**config.mk**
```make
export PLATFORM = sky130hd
export DESIGN_NAME = xbc_cell
export DESIGN_NICKNAME = d
export VERILOG_FILES = /design/src/design/xbc_pkg.sv /design/src/design/xbc_cell.sv
export SDC_FILE = /design/constraint.sdc
export NUM_CORES = 1
export LEC_CHECK = 0
export BUFFER_PORTS_ARGS = -buffer_cell sky130_fd_sc_hd__buf_4
export CAP_MARGIN = 20
export CORE_MARGIN = 3
export CORE_UTILIZATION = 34
export DETAILED_ROUTE_END_ITERATION = 10
export GPL_TIMING_DRIVEN = 0
export PLACE_DENSITY = 0.68
export RECOVER_POWER = 50
export SLEW_MARGIN = 20
export SYNTH_ARGS = -nofsm -noshare
export SYNTH_HDL_FRONTEND = slang
export SYNTH_SLANG_ARGS = --single-unit
export TNS_END_PERCENT = 20
```
**constraint.sdc**
```tcl
create_clock -name clock -period 9.9 [get_ports clock]
set_clock_uncertainty 0.05 [all_clocks]
set_input_delay 1.98 -clock clock [delete_from_list [all_inputs] [get_ports clock]]
set_output_delay 1.98 -clock clock [all_outputs]
set_load 0.1 [all_outputs]
```
**src/design/xbc_pkg.sv**
```systemverilog
// shared types and constants for the xtea block cipher unit
package xbc_pkg;

   localparam int unsigned WORD_WIDTH = 32;
   localparam int unsigned KEY_WORDS = 4;
   localparam int unsigned CSR_INDEX_WIDTH = 8;
   localparam int unsigned ROUND_COUNT_DEFAULT = 32;

   localparam logic [WORD_WIDTH-1:0] DELTA = 32'h9E37_79B9;

   localparam logic [CSR_INDEX_WIDTH-1:0] CSR_KEY_WORD_0 = 8'd0;
   localparam logic [CSR_INDEX_WIDTH-1:0] CSR_KEY_WORD_1 = 8'd1;
   localparam logic [CSR_INDEX_WIDTH-1:0] CSR_KEY_WORD_2 = 8'd2;
   localparam logic [CSR_INDEX_WIDTH-1:0] CSR_KEY_WORD_3 = 8'd3;

   localparam logic REQ_ENCRYPT = 1'b0;
   localparam logic REQ_DECRYPT = 1'b1;

   typedef logic [KEY_WORDS-1:0][WORD_WIDTH-1:0] key_set_type;

   typedef struct packed {
      logic                  req_type;
      logic [WORD_WIDTH-1:0] first_word;
      logic [WORD_WIDTH-1:0] second_word;
   } req_payload_type;

   typedef struct packed {
      logic [WORD_WIDTH-1:0] out_first_word;
      logic [WORD_WIDTH-1:0] out_second_word;
   } rsp_payload_type;

   typedef struct packed {
      logic                  decrypt;
      logic [WORD_WIDTH-1:0] v0;
      logic [WORD_WIDTH-1:0] v1;
   } cell_data_type;

endpackage

```
**src/design/xbc_cell.sv**
```systemverilog
// one half-round cell of the xtea chain
module xbc_cell #(
   parameter int unsigned ROUND_COUNT = xbc_pkg::ROUND_COUNT_DEFAULT,
   parameter int unsigned CELL_INDEX  = 0
) (
   input  logic                  clock,
   input  logic                  reset,
   input  logic                  advance,
   input  logic                  in_valid,
   input  xbc_pkg::cell_data_type in_data,
   input  xbc_pkg::key_set_type  key,
   output logic                  out_valid,
   output xbc_pkg::cell_data_type out_data
);

   localparam int unsigned ENC_STEPS = (CELL_INDEX + 1) / 2;
   localparam logic IS_ODD = ((CELL_INDEX % 2) == 1);
   localparam logic [31:0] ENC_SUM = 32'(ENC_STEPS) * xbc_pkg::DELTA;
   localparam logic [31:0] DEC_SUM = 32'(ROUND_COUNT - ENC_STEPS) * xbc_pkg::DELTA;
   localparam logic [1:0] ENC_KEY_SEL = IS_ODD ? ENC_SUM[12:11] : ENC_SUM[1:0];
   localparam logic [1:0] DEC_KEY_SEL = IS_ODD ? DEC_SUM[1:0] : DEC_SUM[12:11];

   logic                   valid_ff;
   logic                   valid_in;
   xbc_pkg::cell_data_type data_ff;
   xbc_pkg::cell_data_type data_in;

   logic        target_is_v0;
   logic [31:0] source_word;
   logic [31:0] target_word;
   logic [31:0] mix_value;
   logic [31:0] key_value;
   logic [31:0] round_value;
   logic [31:0] new_word;

   always_comb begin
      target_is_v0 = IS_ODD ^ in_data.decrypt ? 1'b0 : 1'b1;
      source_word  = target_is_v0 ? in_data.v1 : in_data.v0;
      target_word  = target_is_v0 ? in_data.v0 : in_data.v1;
      mix_value    = ((source_word << 4) ^ (source_word >> 5)) + source_word;
      if (in_data.decrypt == xbc_pkg::REQ_DECRYPT) begin
         key_value = DEC_SUM + key[DEC_KEY_SEL];
      end else begin
         key_value = ENC_SUM + key[ENC_KEY_SEL];
      end
      round_value = mix_value ^ key_value;
      if (in_data.decrypt == xbc_pkg::REQ_DECRYPT) begin
         new_word = target_word - round_value;
      end else begin
         new_word = target_word + round_value;
      end
      data_in.decrypt = in_data.decrypt;
      data_in.v0      = target_is_v0 ? new_word : in_data.v0;
      data_in.v1      = target_is_v0 ? in_data.v1 : new_word;
      valid_in        = advance ? in_valid : valid_ff;
   end

   always_ff @(posedge clock) begin
      if (reset) begin
         valid_ff <= 1'b0;
      end else begin
         valid_ff <= valid_in;
      end
   end

   always_ff @(posedge clock) begin
      if (advance) begin
         data_ff <= data_in;
      end
   end

   assign out_valid = valid_ff;
   assign out_data  = data_ff;

endmodule

```
# Word-level counts from Yosys, hierarchy flattened
# Index checks and enable logic that the tools add are counted.
[word_totals]
register_bits = 66
latchBits = 0
mem_bits_rw = 0
rom_bits = 0
wordCells = 16
mem_count = 0
[op_classes]
n_addsub = 4
multipliers = 0
div = 0
order_cmp = 0
n_eq_ne = 0
shifts = 0
n_mux = 6
bitwise_logic = 2
n_reduce_logical = 0
[ops]
columns = ["op", "n"]
rows = [
  ["32-bit 2-to-1 mux", 6],
  ["32-bit adder", 2],
  ["32-bit adder, first input constant", 1],
  ["32-bit subtractor", 1],
  ["32-bit by 27-bit XOR with 32-bit output", 1],
  ["32-bit XOR", 1],
]

# Depth between registers and ports, before layout
[logic_depth]
ltp_word = 7
mapped_depth = 35
depth_no_buf = 27

# Least setup slack after synthesis
# Ideal clock, no wire load.
[synth_timing]
path_type = "input to register"
startpoint = "in in_data[64] (netlist name)"
endpoint = "reg data_ff (netlist bit out_data[62]) (data pin)"
setup_ns = 0.260
t_arrival_ns = 8.673
required_ns = 9.590
path_slack_ns = 0.917
path_stages = 32
path_cell_list = "buf_2 -> buf_6 -> buf_2 -> buf_1 -> buf_2 -> buf_1 -> buf_1 -> clkbuf_1 -> clkbuf_1 -> nand2_1 -> nand2_1 -> ha_1 -> o2111a_1 -> o211ai_1 -> a21oi_1 -> nor3_1 -> xor2_2 -> and4bb_1 -> and4_1 -> nor2_1 -> xor2_1 -> ha_1 -> a21o_1 -> a21oi_1 -> o21ai_0 -> a211oi_1 -> nor2_1 -> o41ai_1 -> o211ai_1 -> a31oi_1 -> xnor2_1 -> mux2_2"
[synth_rtl]
columns = ["item", "line_no", "text"]
rows = [
  ["from (decl)", "xbc_cell.sv:10", "input xbc_pkg::cell_data_type in_data,"],
  ["to (signal assigned)", "xbc_cell.sv:68", "data_ff <= data_in;"],
  ["to (decl)", "xbc_cell.sv:25", "xbc_pkg::cell_data_type data_ff;"],
]

==> reports/metrics.yaml <==
status: "finished with violations"
violations: "max-capacitance violations, max-slew violations"
busiest_layer: "met2"
ir_worst_vdd_mv: 0.2322
cp_common_cell: "a21oi_1"
async_reset_ff_share_pct: 0
synth_edf_count: 65
ys_ff_latch: 66
placed_cells: 1594
p_leak_nw: 4.835
pre_cts_ws_ns: -1.555
final_common_cell: "buf_4"
p_comb_share_pct: 74.8
reg2reg_from: "out_valid"
setup_viol: 0
final_nets: 1537
hold_violations: 0
diodes: 0
fin_area_um2: 10930
cts_sinks: 66
dieHeight_um: 167.3
critPathArrivalTime_ns: 9.32
crit_start: "in_data[64]"
grt_max_degree: 67
r2r_slack_ns: 9.23
cp_slowest_cell: "ha_1"
crit_fanout: 28
gr-total-overflow: 0
drc: 0
antenna_left: 0
dr.first_iter.drc_count: 614
antenna_found_initial: 0
grt_pass1_vias: 8178
use_met3_pct: 1.983
pwr-share-seq_pct: 15.3
final_util_pct: 43.05
rsz0062_at_grt: "false"
synth_cell_type_count: 87
areaGrowthSynthToFinish_pct: 23.59
vias_per_cell: 5.345
worst_pin_slew_ns: 3.431
core_area_um2: 25400
hold_class: "flip-flop to flip-flop"
gp_congestion: 1.001
start_kind: "primary input"
p_total_mw: 3.089
fmax_mhz: 107.2
met2_usage_pct: 31.98
tritoncts: "done"
drive_above_1_share_pct: 20.91
grt_pass1_wl_mm: 43.99
p_switching_mw: 1.726
final_cell_mix: "buf_4 (166), nand2_1 (149), xnor2_1 (99)"
synth-seq-area-share_pct: 22.29
power.clock.fraction_pct: 9.9
maxCapViolCount: 1
min_from: "out_valid"
use_met1_pct: 27.56
criticalPathCategory: "primary input to flip-flop"
placementRows: 58
routedWlPerCell_um: 17.56
boundaryPins: 263
clk_latency_ns: 0.33
relSlewSlack_pct: -128.8
dr.pass1.iters: 5
ys_warn_count: 0
wl_mm: 28.22
cts_inserted_buffers: 9
synthFlopType: "edfxtp_1"
swShare_pct: 55.87
syn_nets: 1332
whs_ns: 0.4427
pwr_density_cell_nw_per_um2: 282.5
fin_crit_sh_pct: 94.24
finalNonFillerCells: 1607
cts_buffer_depth: 2
post-route-min-period_ns: 9.330
gr-usage-all-layers_pct: 19.39
maxSlewViolCount: 67
initial_utilization_pct: 34.83
dpl_cell_area_um2: 10730
clkTransAtPathRegs_ns: 0.05
post-dp-hpwl_mm: 23.82
die_w_um: 167.3
worstPathRequired_ns: 9.89
end_kind: "flip-flop"
synth.avg_cell_area_um2: 8.284
p_int_mw: 1.363
final.setup.tns_ns: 0
syn-instance-count: 1068
netlist_area_um2: 8847
cts-root-buf: "clkbuf_16"
num_vias: 8590
port_buffers: 196
max_stage_delay_ns: 0.39
die-area_um2: 27990
fin_ws_ns: 0.5699
htreeDepth: 3
==> power by group through the flow <==
stage / Clock (mW) / Sequential (mW) / Combinational (mW)
floorplan: 0 / 1.16 / 1.16
global placement: 0 / 0.479 / 2.29
global route: 0.323 / 0.485 / 2.49
finish: 0.305 / 0.474 / 2.31
detailed placement: 0 / 0.480 / 2.31
CTS: 0.309 / 0.475 / 2.32
==> timing repair <==
action / 4_1_cts / 5_1_grt
hold buffers: 0 / 0
gates resized for setup: 7 / 18
cloned: 0 / 0
buffers inserted: 0 / 0
setup endpoints to repair: 35 / 18
==> metal layers <==
layer / part of all wire, % / vias up
met1: 47 / 3972
li1: - / 4267
met5: 0 / -
met2: 45 / 325
met4: 1.6 / 0
met3: 6.3 / 26
==> cells in the mapped netlist, types with 11 or more instances <==
library cell,count,area (µm²)
inv_1,41,153.9
ha_1,65,813.3
xnor2_1,100,875.8
xor2_1,58,508.0
a31oi_1,17,106.4
edfxtp_1,65,1952
a21o_1,42,315.3
nor2_1,60,225.2
nand2b_1,15,93.84
nand4_1,13,81.33
buf_1,11,41.29
o21ai_0,42,210.2
clkbuf_1,23,86.33
nor3_1,17,85.08
nor2b_1,22,137.6
mux2_2,36,405.4
mux2i_1,17,170.2
a21oi_1,95,475.5
nand2_1,149,559.3
nand3_1,18,90.09
o21a_1,11,82.58
==> cell type report <==
type / instances / area [µm²]
inverters: 42 / 157.7
plain buffers: 39 / 186.4
multi-input cells: 919 / 6570
well taps: 330 / 412.9
clock inverters: 6 / 58.81
repair buffers: 196 / 1351
fillers: 2563 / 14470
clock buffers: 9 / 225.2
flip-flops and latches: 66 / 1972
==> critical path: cells and delay by family <==
kind | cells | cell delay, ns
AND/OR/NAND/NOR | 6 | 0.96
AO/OA/AOI/OAI | 14 | 2.86
buffers and inverters | 8 | 2.15
adder cells (fa/ha/maj) | 2 | 0.68
XOR/XNOR | 3 | 0.64
==> cells by family (layout without fill, tap and decap cells) <==
family / Yosys count / in the layout / synth area share, %
fa+ha+maj: 68 / 68 / 9.772
simple gates: 343 / 343 / 18.95
buf+inv: 83 / 292 / 3.748
xor+xnor: 164 / 164 / 17.03
compound gates: 290 / 290 / 21.45
mux: 54 / 54 / 6.760
flops: 66 / 66 / 22.29
==> flip-flops by register name (all words and copies together) (netlist names) <==
register and cells:
out_valid 1, out_data 65
==> path summary, 6_finish.rpt <==
| path | to | cells after the start |
|---|---|---|
| setup / recovery | out_data[63] | 33 |
| hold / removal | out_valid | 2 |
| hold reg to reg | out_valid | 2 |
| setup reg to reg | out_valid | 2 |
(Power assumes the default switching activity.)
